===== src/rtl/core/half_period_frequency_meter_defines.svh =====
// assertion helpers for the half-period frequency meter
`ifndef HALF_PERIOD_FREQUENCY_METER_DEFINES_SVH
`define HALF_PERIOD_FREQUENCY_METER_DEFINES_SVH

// clocked assertion, disabled while reset is asserted
`define HPFM_ASSERT(lbl, prop, msg) \
  lbl: assert property (@(posedge clk_i) disable iff (!rst_ni) prop) else $error(msg);

// condition that must never hold at a clock edge
`define HPFM_ASSERT_NEVER(lbl, cond, msg) \
  `HPFM_ASSERT(lbl, !(cond), msg)

`endif


===== src/rtl/core/hpfm_pkg.sv =====
// ----------------------------------------------------------------------------
// hpfm_pkg
// shared constants, codes and controller/datapath interface types
// ----------------------------------------------------------------------------
package hpfm_pkg;

  parameter int unsigned TICKS_PER_SECOND = 1000000;
  parameter int unsigned PERIOD_WIDTH     = 20;

  parameter int unsigned FREQ_W   = 16;
  parameter int unsigned STATUS_W = 2;
  parameter int unsigned WAIT_W   = 17;
  parameter int unsigned CFG_IDX_W = 1;

  // quotient width covers the full tick rate
  parameter int unsigned QUOT_W = $clog2(TICKS_PER_SECOND + 1);
  parameter int unsigned CMP_W  = (QUOT_W > FREQ_W) ? QUOT_W : FREQ_W;
  parameter int unsigned DIVR_W = PERIOD_WIDTH + 1;
  parameter int unsigned REM_W  = PERIOD_WIDTH + 2;
  parameter int unsigned CNT_W  = $clog2(QUOT_W);

  parameter logic [STATUS_W-1:0] STATUS_VALID   = 2'd0;
  parameter logic [STATUS_W-1:0] STATUS_TIMEOUT = 2'd1;
  parameter logic [STATUS_W-1:0] STATUS_RANGE   = 2'd2;

  parameter logic [CFG_IDX_W-1:0] CFG_MIN_FREQ = 1'd0;
  parameter logic [CFG_IDX_W-1:0] CFG_MAX_FREQ = 1'd1;

  typedef enum logic [1:0] {
    OUT_NONE,
    OUT_TIMEOUT,
    OUT_ZERO_PERIOD,
    OUT_QUOTIENT
  } out_sel_e;

  typedef struct packed {
    logic     arm;
    logic     wait_step;
    logic     first_edge;
    logic     meas_step;
    logic     div_start;
    logic     div_step;
    out_sel_e out_sel;
  } ctrl_cmd_t;

  typedef struct packed {
    logic edge_seen;
    logic timeout;
    logic period_zero;
    logic div_last;
  } dp_status_t;

endpackage


===== src/rtl/core/half_period_frequency_meter.sv =====
// a timeout result is registered in the cycle after the tick that yields it
// the closing edge of a measurement starts the restoring divider
//   (one quotient bit per cycle); its result is registered once the output is free
// throughput: one tick per cycle while idle, waiting or measuring and the output is free
// reset: asynchronous active low; idle, min_frequency 0, max_frequency 65535
// ----------------------------------------------------------------------------
// half_period_frequency_meter
// measures the half period of a sampled pin and reports its frequency in hertz
// ----------------------------------------------------------------------------
module half_period_frequency_meter
  import hpfm_pkg::*;
(
  input  logic                 clk_i,
  input  logic                 rst_ni,
  // tick transactions
  input  logic                 in_valid_i,
  output logic                 in_ready_o,
  input  logic                 start_req_i,
  input  logic                 pin_level_i,
  // result transactions
  output logic                 out_valid_o,
  input  logic                 out_ready_i,
  output logic [FREQ_W-1:0]    frequency_o,
  output logic [STATUS_W-1:0]  status_o,
  // register writes
  input  logic                 cfg_valid_i,
  output logic                 cfg_ready_o,
  input  logic [CFG_IDX_W-1:0] cfg_index_i,
  input  logic [FREQ_W-1:0]    cfg_data_i
);

  ctrl_cmd_t  cmd;
  dp_status_t dp_status;

  // register writes are taken on any cycle
  assign cfg_ready_o = 1'b1;

  // sequencer: start, first edge wait with timeout, half period count, divide
  hpfm_ctrl u_ctrl (
    .clk_i       (clk_i),
    .rst_ni      (rst_ni),
    .in_valid_i  (in_valid_i),
    .in_ready_o  (in_ready_o),
    .start_req_i (start_req_i),
    .out_valid_o (out_valid_o),
    .out_ready_i (out_ready_i),
    .cmd_o       (cmd),
    .status_i    (dp_status)
  );

  // counters, divider of TICKS_PER_SECOND by twice the half period, range check
  hpfm_dpath u_dpath (
    .clk_i         (clk_i),
    .rst_ni        (rst_ni),
    .cmd_i         (cmd),
    .status_o      (dp_status),
    .pin_level_i   (pin_level_i),
    .cfg_we_i      (cfg_valid_i && cfg_ready_o),
    .cfg_index_i   (cfg_index_i),
    .cfg_data_i    (cfg_data_i),
    .frequency_o   (frequency_o),
    .status_code_o (status_o)
  );

endmodule


===== src/rtl/core/hpfm_dpath.sv =====
// ----------------------------------------------------------------------------
// hpfm_dpath
// counters, config registers, restoring divider and result register
// ----------------------------------------------------------------------------
module hpfm_dpath
  import hpfm_pkg::*;
(
  input  logic                 clk_i,
  input  logic                 rst_ni,
  input  ctrl_cmd_t            cmd_i,
  output dp_status_t           status_o,
  input  logic                 pin_level_i,
  input  logic                 cfg_we_i,
  input  logic [CFG_IDX_W-1:0] cfg_index_i,
  input  logic [FREQ_W-1:0]    cfg_data_i,
  output logic [FREQ_W-1:0]    frequency_o,
  output logic [STATUS_W-1:0]  status_code_o
);

  localparam logic [WAIT_W-1:0]       WAIT_MAX   = '1;
  localparam logic [PERIOD_WIDTH-1:0] PERIOD_MAX = '1;
  localparam logic [QUOT_W-1:0]       DIVIDEND   = QUOT_W'(TICKS_PER_SECOND);

  logic [FREQ_W-1:0]       min_freq_q, max_freq_q;
  logic                    ref_level_q;
  logic [WAIT_W-1:0]       wait_q, wait_inc;
  logic [PERIOD_WIDTH-1:0] period_q, period_inc;
  logic [DIVR_W-1:0]       divisor_q;
  logic [REM_W-1:0]        rem_q, rem_shift;
  logic [QUOT_W-1:0]       quot_q;
  logic [CNT_W-1:0]        cnt_q;
  logic [CMP_W-1:0]        quot_ext;
  logic                    in_range;
  logic [FREQ_W-1:0]       freq_q;
  logic [STATUS_W-1:0]     code_q;

  // saturating counters
  assign wait_inc   = (wait_q == WAIT_MAX) ? wait_q : wait_q + 1'b1;
  assign period_inc = (period_q == PERIOD_MAX) ? period_q : period_q + 1'b1;

  assign rem_shift = {rem_q[REM_W-2:0], DIVIDEND[cnt_q]};
  assign quot_ext  = CMP_W'(quot_q);
  assign in_range  = (quot_ext >= CMP_W'(min_freq_q)) && (quot_ext <= CMP_W'(max_freq_q));

  assign status_o.edge_seen   = pin_level_i != ref_level_q;
  assign status_o.timeout     = wait_inc > WAIT_W'(max_freq_q);
  assign status_o.period_zero = period_inc == '0;
  assign status_o.div_last    = cnt_q == '0;

  // config and measurement state
  always_ff @(posedge clk_i or negedge rst_ni) begin
    if (!rst_ni) begin
      min_freq_q  <= '0;
      max_freq_q  <= '1;
      ref_level_q <= 1'b0;
      wait_q      <= '0;
      period_q    <= '0;
    end else begin
      if (cfg_we_i) begin
        case (cfg_index_i)
          CFG_MIN_FREQ: min_freq_q <= cfg_data_i;
          CFG_MAX_FREQ: max_freq_q <= cfg_data_i;
          default: ;
        endcase
      end
      if (cmd_i.arm) begin
        ref_level_q <= pin_level_i;
        wait_q      <= '0;
        period_q    <= '0;
      end
      if (cmd_i.wait_step) wait_q <= wait_inc;
      if (cmd_i.first_edge) begin
        ref_level_q <= pin_level_i;
        period_q    <= '0;
      end
      if (cmd_i.meas_step) period_q <= period_inc;
    end
  end

  // restoring divider, one quotient bit per cycle, msb first
  always_ff @(posedge clk_i) begin
    if (cmd_i.div_start) begin
      divisor_q <= {period_inc, 1'b0};
      rem_q     <= '0;
      quot_q    <= '0;
      cnt_q     <= CNT_W'(QUOT_W - 1);
    end else if (cmd_i.div_step) begin
      if (rem_shift >= REM_W'(divisor_q)) begin
        rem_q  <= rem_shift - REM_W'(divisor_q);
        quot_q <= {quot_q[QUOT_W-2:0], 1'b1};
      end else begin
        rem_q  <= rem_shift;
        quot_q <= {quot_q[QUOT_W-2:0], 1'b0};
      end
      cnt_q <= cnt_q - 1'b1;
    end
  end

  // result payload
  always_ff @(posedge clk_i) begin
    case (cmd_i.out_sel)
      OUT_TIMEOUT: begin
        freq_q <= '0;
        code_q <= STATUS_TIMEOUT;
      end
      OUT_ZERO_PERIOD: begin
        freq_q <= '0;
        code_q <= STATUS_RANGE;
      end
      OUT_QUOTIENT: begin
        freq_q <= in_range ? quot_ext[FREQ_W-1:0] : '0;
        code_q <= in_range ? STATUS_VALID : STATUS_RANGE;
      end
      default: ;
    endcase
  end

  assign frequency_o   = freq_q;
  assign status_code_o = code_q;

endmodule


===== src/rtl/core/hpfm_ctrl.sv =====
// ----------------------------------------------------------------------------
// hpfm_ctrl
// measurement phase sequencer and result handshake
// ----------------------------------------------------------------------------
`include "half_period_frequency_meter_defines.svh"

module hpfm_ctrl
  import hpfm_pkg::*;
(
  input  logic       clk_i,
  input  logic       rst_ni,
  input  logic       in_valid_i,
  output logic       in_ready_o,
  input  logic       start_req_i,
  output logic       out_valid_o,
  input  logic       out_ready_i,
  output ctrl_cmd_t  cmd_o,
  input  dp_status_t status_i
);

  typedef enum logic [2:0] {
    S_IDLE,
    S_WAIT,
    S_MEASURE,
    S_DIVIDE,
    S_DONE
  } state_e;

  state_e    state_q, state_d;
  logic      out_valid_q, out_valid_d;
  logic      out_free, in_fire;
  ctrl_cmd_t cmd;

  assign out_free   = !out_valid_q || out_ready_i;
  assign in_ready_o = (state_q != S_DIVIDE) && (state_q != S_DONE) && out_free;
  assign in_fire    = in_valid_i && in_ready_o;

  always_comb begin
    cmd     = '0;
    cmd.out_sel = OUT_NONE;
    state_d = state_q;
    if (in_fire && start_req_i) begin
      cmd.arm = 1'b1;
      state_d = S_WAIT;
    end else begin
      case (state_q)
        S_WAIT: begin
          if (in_fire) begin
            if (status_i.edge_seen) begin
              cmd.first_edge = 1'b1;
              state_d        = S_MEASURE;
            end else begin
              cmd.wait_step = 1'b1;
              if (status_i.timeout) begin
                cmd.out_sel = OUT_TIMEOUT;
                state_d     = S_IDLE;
              end
            end
          end
        end
        S_MEASURE: begin
          if (in_fire) begin
            cmd.meas_step = 1'b1;
            if (status_i.edge_seen) begin
              if (status_i.period_zero) begin
                cmd.out_sel = OUT_ZERO_PERIOD;
                state_d     = S_IDLE;
              end else begin
                cmd.div_start = 1'b1;
                state_d       = S_DIVIDE;
              end
            end
          end
        end
        S_DIVIDE: begin
          cmd.div_step = 1'b1;
          if (status_i.div_last) state_d = S_DONE;
        end
        S_DONE: begin
          if (out_free) begin
            cmd.out_sel = OUT_QUOTIENT;
            state_d     = S_IDLE;
          end
        end
        default: ;
      endcase
    end
  end

  always_comb begin
    out_valid_d = out_valid_q;
    if (cmd.out_sel != OUT_NONE) out_valid_d = 1'b1;
    else if (out_ready_i)        out_valid_d = 1'b0;
  end

  always_ff @(posedge clk_i or negedge rst_ni) begin
    if (!rst_ni) begin
      state_q     <= S_IDLE;
      out_valid_q <= 1'b0;
    end else begin
      state_q     <= state_d;
      out_valid_q <= out_valid_d;
    end
  end

  assign cmd_o       = cmd;
  assign out_valid_o = out_valid_q;

  `HPFM_ASSERT_NEVER(a_no_input_while_dividing, (state_q == S_DIVIDE) && in_ready_o, "input taken during divide")
  `HPFM_ASSERT(a_no_result_overwrite, (cmd.out_sel != OUT_NONE) |-> out_free, "result register overwritten")
  `HPFM_ASSERT(a_divide_ends_in_done, (state_q == S_DIVIDE) && status_i.div_last |=> (state_q == S_DONE), "divide did not finish")
  `HPFM_ASSERT(a_done_when_free, (state_q == S_DONE) && out_free |=> out_valid_q && (state_q == S_IDLE), "quotient result not issued")

endmodule

===== config.mk =====
export PLATFORM = sky130hd
export DESIGN_NAME = half_period_frequency_meter
export DESIGN_NICKNAME = d
export VERILOG_FILES = /design/src/rtl/core/hpfm_pkg.sv /design/src/rtl/core/half_period_frequency_meter.sv /design/src/rtl/core/hpfm_dpath.sv /design/src/rtl/core/hpfm_ctrl.sv
export VERILOG_INCLUDE_DIRS = /design/src /design/src/rtl/core
export SDC_FILE = /design/constraint.sdc
export NUM_CORES = 1
export LEC_CHECK = 0
export BUFFER_PORTS_ARGS = -buffer_cell sky130_fd_sc_hd__buf_4
export CAP_MARGIN = 40
export CORE_ASPECT_RATIO = 0.9
export CORE_MARGIN = 2
export CORE_UTILIZATION = 60
export CTS_CLUSTER_DIAMETER = 60
export DETAILED_ROUTE_END_ITERATION = 7
export GPL_ROUTABILITY_DRIVEN = 0
export PLACE_DENSITY = 0.85
export SLEW_MARGIN = 10
export SYNTH_ARGS = -nofsm -noshare
export SYNTH_HDL_FRONTEND = slang
export SYNTH_SLANG_ARGS = --single-unit

===== constraint.sdc =====
create_clock -name clk_i -period 6.1 [get_ports clk_i]
set_input_delay 0.61 -clock clk_i [delete_from_list [all_inputs] [get_ports clk_i]]
set_output_delay 0.61 -clock clk_i [all_outputs]
set_load 0.1 [all_outputs]

==> flow_metrics.tcl, run 1 <==
set metrics [dict create \
    cts_setup_buffers 0 \
    antenna_cells 0 \
    internal_power_uw 2636 \
    fmax_mhz 213.5 \
    ys_ff_latch 159 \
    final_nets 1145 \
    drive_gt1_share_pct 14.14 \
    startpoint_type "flip-flop" \
    floorplan.initialDensity_pct 61.50 \
    maxCapViolCount 0 \
    rsz0062_at_grt "no" \
    synthFlopType "dfrtp_1" \
    grt_overflow 0 \
    clock_latency_ns 0.44 \
    power.share.clock_pct 27.2 \
    fin_crit_ns 4.683 \
    synthTopCellsByCount "128 x nand2_1, 75 x nor2_1, 72 x ha_1, 68 x a21oi_1, 65 x inv_1" \
    syn2layout_area_growth_pct 12.07 \
    async_flop_share_pct 46.54 \
    boundaryPins 45 \
    die_h_um 123.4 \
    cp.required_ns 6.41 \
    crit_start "u_dpath.wait_q[0]" \
    grt_max_degree 68 \
    die_area_um2 16850 \
    setup_viol 0 \
    synth.top_cells.by_area "dfrtp_1 15%, edfxtp_1 12%, dfxtp_1 9.9%, ha_1 9.5%, nand2_1 5.1%" \
    post_cts_resize_count 0 \
    cts_max_path_buffers 2 \
    yosys_warnings 0 \
    cts-buffers-inserted 17 \
    cts_root_buf "clkbuf_16" \
    grt_pass1_vias 7140 \
    grt_antenna_before_repair 0 \
    cp_slowest_cell "a2111oi_4" \
    synth.largest_area_cell "dfrtp_1" \
    routed_via_density 6.094 \
    vias 7697 \
    slew_headroom_pct 43.37 \
    port_buffers 43 \
    p_switching_uw 1643 \
    multiInputGateArea_um2 5122 \
    syn_inst 1019 \
    avgSynthCellArea_um2 9.320 \
    ys_seq_area_share_pct 41.63 \
    status "completed" \
    vdd_drop_max_uv 297.6 \
    grt_pass1_wl_mm 35.51 \
    crit_chain "ha_1 > nand3_1 > or3_1 > nor3_1 > nor4bb_1 > nor2b_1 > xor2_1 > ha_1 > nand4_1 > nor3_1 > inv_1 > o211ai_1 > a211oi_1 > o41a_1 > a2111oi_4 > and2_1" \
    swShare_pct 38.40 \
    hold_buffers 0 \
    p_per_area_nw_per_um2 402.1 \
    cts.sink_count 159 \
    cp_max_fo 16 \
    hold_path.class "input port to asynchronous set/reset pin" \
    cts_tree "done" \
    fin_cells 1263 \
    final_core_util_pct 68.92 \
    pwr-share-comb_pct 38.0 \
    cts.reportedPaths.clkPinSlew_ns 0.07 \
    cts.htree.levels 4 \
    timing.rr.start "u_dpath.wait_q[0]" \
    core_um2 15440 \
    finalSetupTns_ns 0 \
    fillerInstances 1068 \
    synth.most_common_cell "nand2_1" \
    routed_wl_mm 21.55 \
    skew_ns 0.01434 \
    max_stage_delay_ns 0.71 \
    syn_nets 1116 \
    seqPwrFrac_pct 34.7 \
    hold_slack_ns 0.1057 \
    fin_crit_sh_pct 76.78 \
    area.sequential_um2 3954 \
    die_w_um 136.6 \
    std_cell_rows 43 \
    worst_ep_arrival_time_ns 4.99 \
    crit_path_end_kind "flip-flop" \
    ant_nets 0 \
    synthesis.area_um2 9497 \
    path_class "flip-flop to flip-flop" \
    final_hold_viol_count 0 \
    slew_violations 0 \
    drt_iter0_drc 746 \
    yosysUniqueCellTypes 75 \
    fin_ws_ns 1.417 \
    grt_use_total_pct 27.13 \
    dp_slack_ns 1.488 \
    p_leak_uw 0.004776 \
    drtPass1Iterations 5 \
    synth_top_area_share_pct 15.28 \
    post-place-cells 1231 \
    synth-edff-count 38 \
    wl_per_cell_um 17.06 \
    worst-slew-pin-transition_ns 0.8281 \
    dp_hpwl_mm 15.00 \
    route.detailed.drc 0 \
]
==> sequential cells by signal, indices dropped and copies added, names as in the netlist, 5 cells and up <==
signal               count
u_dpath.max_freq_q      16
u_dpath.quot_ext        20
u_dpath.rem_q           21
u_dpath.wait_q          17
u_dpath.divisor_q       20
u_dpath.frequency_o     16
u_dpath.period_q        20
u_dpath.min_freq_q      16
u_dpath.cnt_q            5
==> worst paths after layout <==
check / cells past startpoint / slack [ns] / to
min: 1 / 0.11 / u_dpath.period_q[5]
max: 16 / 1.42 / u_dpath.frequency_o[5]
max reg2reg: 16 / 1.42 / u_dpath.frequency_o[5]
min reg2reg: 2 / 0.46 / u_dpath.rem_q[0]
max in group asynchronous: 2 / 5.36 / u_dpath.max_freq_q[6]
min in group clk_i: 3 / 0.38 / u_dpath.min_freq_q[8]
==> power by group through the flow <==
stage	clock network, uW	registers, uW	logic [uW]
CTS	1180	1480	1610
finish	1170	1490	1630
global placement	0	1490	1520
global route	1220	1510	1800
detailed placement	0	1490	1590
floorplan	0	1530	1190
==> layout make-up <==
cell class                      instances  share of cell area, %
Sequential cell                       159                  37.15
Clock buffer                           19                  4.162
Tap cell                              202                  2.375
Multi-Input combinational cell        752                  48.13
Clock inverter                         13                  1.858
Timing Repair Buffer                   53                  4.032
Inverter                               65                  2.293
==> critical path, delay by kind of cell, from the launching register on <==
kind            cells  cell delay [ns]
simple gates        8             1.85
buf+inv             1             0.07
flops               1             0.42
fa+ha+maj           2             0.57
xor+xnor            1             0.12
compound gates      4             1.50
==> through the flow <==
stage,power (uW),instance area [um2]
6_report,4280,10640
5_1_grt,4531,10640
4_1_cts,4275,10640
3_5_place_dp,3084,10000
3_3_place_gp,3011,9933
2_1_floorplan,2715,9497
==> per-layer routing <==
layer  vias to the layer above  share of wire [%]  global-route usage, %
met2                       285                 46                  41.47
met5                         -                  0                      0
li1                       3668                  -                      -
met4                         0                2.4                  11.20
met1                      3695                 46                  38.00
met3                        49                6.3                  5.207
==> logic make-up (layout without fill, tap and decap cells) <==
family                   after synthesis  after routing  share of synthesized area [%]
AO/OA/AOI/OAI                        222            222                          15.27
XOR/XNOR                              60             60                          5.534
adder cells (fa/ha/maj)               73             73                          9.697
buffers and inverters                108            150                          4.690
flip-flops                           159            159                          41.63
multiplexers                          42             42                          4.743
other                                  1              1                        0.03949
AND/OR/NAND/NOR                      354            354                          18.39
==> layout by cell type (no fill, tap or decap), types with 5 or more instances in the layout <==
cell         n
a211oi_1    22
a21o_1      20
a21oi_1     68
a22o_1      14
and2_1      21
buf_4       49
clkbuf_16   17
dfrtp_1     58
dfstp_2     16
dfxtp_1     47
edfxtp_1    38
ha_1        72
inv_1       65
inv_6        5
mux2_2      24
mux2i_1     18
nand2_1    128
nand2b_1    10
nand3_1     21
nand4_1     18
nor2_1      75
nor2b_1     11
nor3_1      17
nor4_1      10
o211ai_1     6
o21a_1       5
o21ai_0     45
o31ai_1      7
or2_2        5
or3_1        9
xnor2_1     27
xor2_1      33
No activity file was read; power rests on OpenSTA's default activity.
==> inputs of run 2 (changes only) <==
--- a/config.mk
+++ b/config.mk
@@ -10,11 +10,11 @@
 export CAP_MARGIN = 40
 export CORE_ASPECT_RATIO = 0.9
 export CORE_MARGIN = 2
-export CORE_UTILIZATION = 60
+export CORE_UTILIZATION = 56
 export CTS_CLUSTER_DIAMETER = 60
 export DETAILED_ROUTE_END_ITERATION = 7
 export GPL_ROUTABILITY_DRIVEN = 0
-export PLACE_DENSITY = 0.85
+export PLACE_DENSITY = 0.84
 export SLEW_MARGIN = 10
 export SYNTH_ARGS = -nofsm -noshare
 export SYNTH_HDL_FRONTEND = slang
==> constraint.sdc (replaced) <==
create_clock -name clk_i -period 4.15 [get_ports clk_i]
set_input_delay 0.415 -clock clk_i [delete_from_list [all_inputs] [get_ports clk_i]]
set_output_delay 0.415 -clock clk_i [all_outputs]
set_load 0.1 [all_outputs]
==> run 2 against run 1 <==
  * The run now ends with negative setup slack left
  * Critical endpoint is now u_dpath.frequency_o[4]
  * First-iteration DRC count is 1.7% lower
  * Fmax is 12% higher
  * Design area is 3.2% higher
  * Power is 48% higher
  * Clock skew is 0.0049 ns lower
==> flow_metrics.tcl, run 2 (synthesized netlist as in run 1, its figures left out) <==
set metrics [dict create \
    fin_ws_ns -0.02568 \
    maxCapViolCount 0 \
    dp_hpwl_mm 14.78 \
    final_hold_viol_count 0 \
    cp.required_ns 4.45 \
    timing.rr.start "u_dpath.wait_q[1]" \
    r2r_cells 18 \
    die_h_um 127.5 \
    worst_ep_arrival_time_ns 4.48 \
    drt_iter0_drc 733 \
    clock_latency_ns 0.43 \
    drtPass1Iterations 5 \
    largest_reg_flops 21 \
    crit_start "u_dpath.wait_q[1]" \
    p_leak_uw 0.004950 \
    boundaryPins 45 \
    pwr-share-comb_pct 38.8 \
    seqPwrFrac_pct 34.5 \
    setup_viol 8 \
    finalSetupTns_ns -0.1471 \
    slew_violations 0 \
    cp_max_fo 8 \
    route.detailed.drc 0 \
    top_register "u_dpath.rem_q" \
    cts_tree "done" \
    vias 7795 \
    crit_path_end_kind "flip-flop" \
    wl_per_cell_um 17.47 \
    slew_headroom_pct 36.30 \
    cts.sink_count 159 \
    p_total_uw 6333 \
    r2r-end "u_dpath.frequency_o[4]" \
    fin_crit_sh_pct 100.6 \
    rrSetupSlack_ns -0.03 \
    grt_overflow 0 \
    cts.htree.levels 4 \
    ant_nets 0 \
    post-place-cells 1249 \
    vdd_drop_max_uv 610.2 \
    status "finished, violations left" \
    grt_use_total_pct 24.39 \
    hold_path_depth 3 \
    die_w_um 141.3 \
    cts_max_path_buffers 2 \
    p_switching_uw 2447 \
    hold_path.class "input port to flip-flop" \
    grt_pass1_wl_mm 35.51 \
    cp-endpoint "u_dpath.frequency_o[4]" \
    final_nets 1165 \
    startpoint_type "flip-flop" \
    drive_gt1_share_pct 17.95 \
    power.share.clock_pct 26.7 \
    routed_wl_mm 22.57 \
    swShare_pct 38.63 \
    fmax_mhz 239.5 \
    core_um2 16720 \
    cts-buffers-inserted 17 \
    internal_power_uw 3887 \
    dp_slack_ns 0.03046 \
    path_class "flip-flop to flip-flop" \
    port_buffers 43 \
    fillerInstances 1224 \
    fin_cells 1292 \
    grt_antenna_before_repair 0 \
    cts.reportedPaths.clkPinSlew_ns 0.07 \
    antenna_cells 0 \
    routed_via_density 6.033 \
    fin_crit_ns 4.176 \
    die_area_um2 18020 \
    skew_ns 0.009402 \
    syn2layout_area_growth_pct 15.63 \
    grt_max_degree 68 \
    violations "negative setup slack" \
    final_common_cell "nand2_1" \
    worst-slew-pin-transition_ns 0.9314 \
    std_cell_rows 45 \
    hp-start "cfg_data_i[12]" \
    p_per_area_nw_per_um2 576.8 \
    cts_root_buf "clkbuf_16" \
    floorplan.initialDensity_pct 56.79 \
    grt_pass1_vias 7166 \
    layout_common_cells "126 x nand2_1, 74 x nor2_1, 71 x ha_1, 68 x a21oi_1, 66 x buf_4" \
]
-- run 2: cell count changes in the layout (fill, tap and decap cells not counted), sizes merged --
cell,change
clkbuf,-2
inv,-1
clkinv,+3
buf,+19
dlygate4sd3,+1
-- run 2: metrics by stage --
| step | instance area, um2 | hold WS (ns) | utilization (%) |
|---|---|---|---|
| floorplan | 9508 | 0.1194 | - |
| global placement | 10050 | 0.4417 | 60.10 |
| detailed placement | 10100 | 0.2716 | 60.43 |
| CTS | 10770 | 0.1924 | 64.41 |
| global route | 10980 | 0.1895 | 65.66 |
| finish | 10980 | 0.2048 | 65.66 |
-- run 2: power groups by stage --
| stage | logic [uW] | registers, uW | clock network, uW |
|---|---|---|---|
| 6_report | 2460 | 2190 | 1690 |
| 4_1_cts | 2400 | 2170 | 1700 |
| 2_1_floorplan | 1750 | 2240 | 0 |
| 3_3_place_gp | 2270 | 2180 | 0 |
| 3_5_place_dp | 2370 | 2190 | 0 |
| 5_1_grt | 2710 | 2220 | 1780 |
-- run 2: worst max-delay path: stages, from the launching register on --
cell and delay [ns]:
dfrtp_1 0.44, ha_4 0.20, nand3_2 0.06, or3_4 0.46
nor3_4 0.20, nor4bb_2 0.10, nor2b_4 0.15, xor2_1 0.15
ha_1 0.31, nand4_1 0.14, nor3_2 0.20, inv_1 0.07
o211ai_1 0.22, a211oi_2 0.13, o41a_1 0.51, a2111oi_4 0.20
buf_4 0.20, buf_8 0.14, and2_4 0.14
-- run 2: worst min path at each step --
stage / end
2_1_floorplan: u_ctrl.out_valid_o
3_3_place_gp: u_dpath.quot_ext[19]
3_5_place_dp: u_dpath.period_q[11]
4_1_cts: u_dpath.min_freq_q[12]
5_1_grt: u_dpath.min_freq_q[12]
6_report: u_dpath.min_freq_q[12]
-- run 2: area by class of cell --
cell class	count	area [um2]	share of cell area (%)
multi-input combinational	752	5280	48.09
sequential	159	3955	36.02
timing repair buffer	73	605.6	5.515
clock buffer	17	425.4	3.874
tap	211	264.0	2.404
inverter	65	244.0	2.222
clock inverter	15	206.4	1.880
-- run 2: repair_timing --
item                                    CTS  global route
pin swaps                                 0            13
hold buffers                              1             0
endpoints found under the setup margin   16            38
setup buffers                             0             9
resized for setup                         6            32
hold endpoints to repair                 10             0
cloned                                    0             1
-- run 2: metal layers --
layer / GRT usage, % / share of wire [%] / up-vias
met5: 0 / 0 / -
met4: 6.588 / 1.6 / 0
met3: 4.685 / 6.5 / 29
met2: 38.44 / 47 / 274
met1: 34.70 / 45 / 3778
li1: - / - / 3714
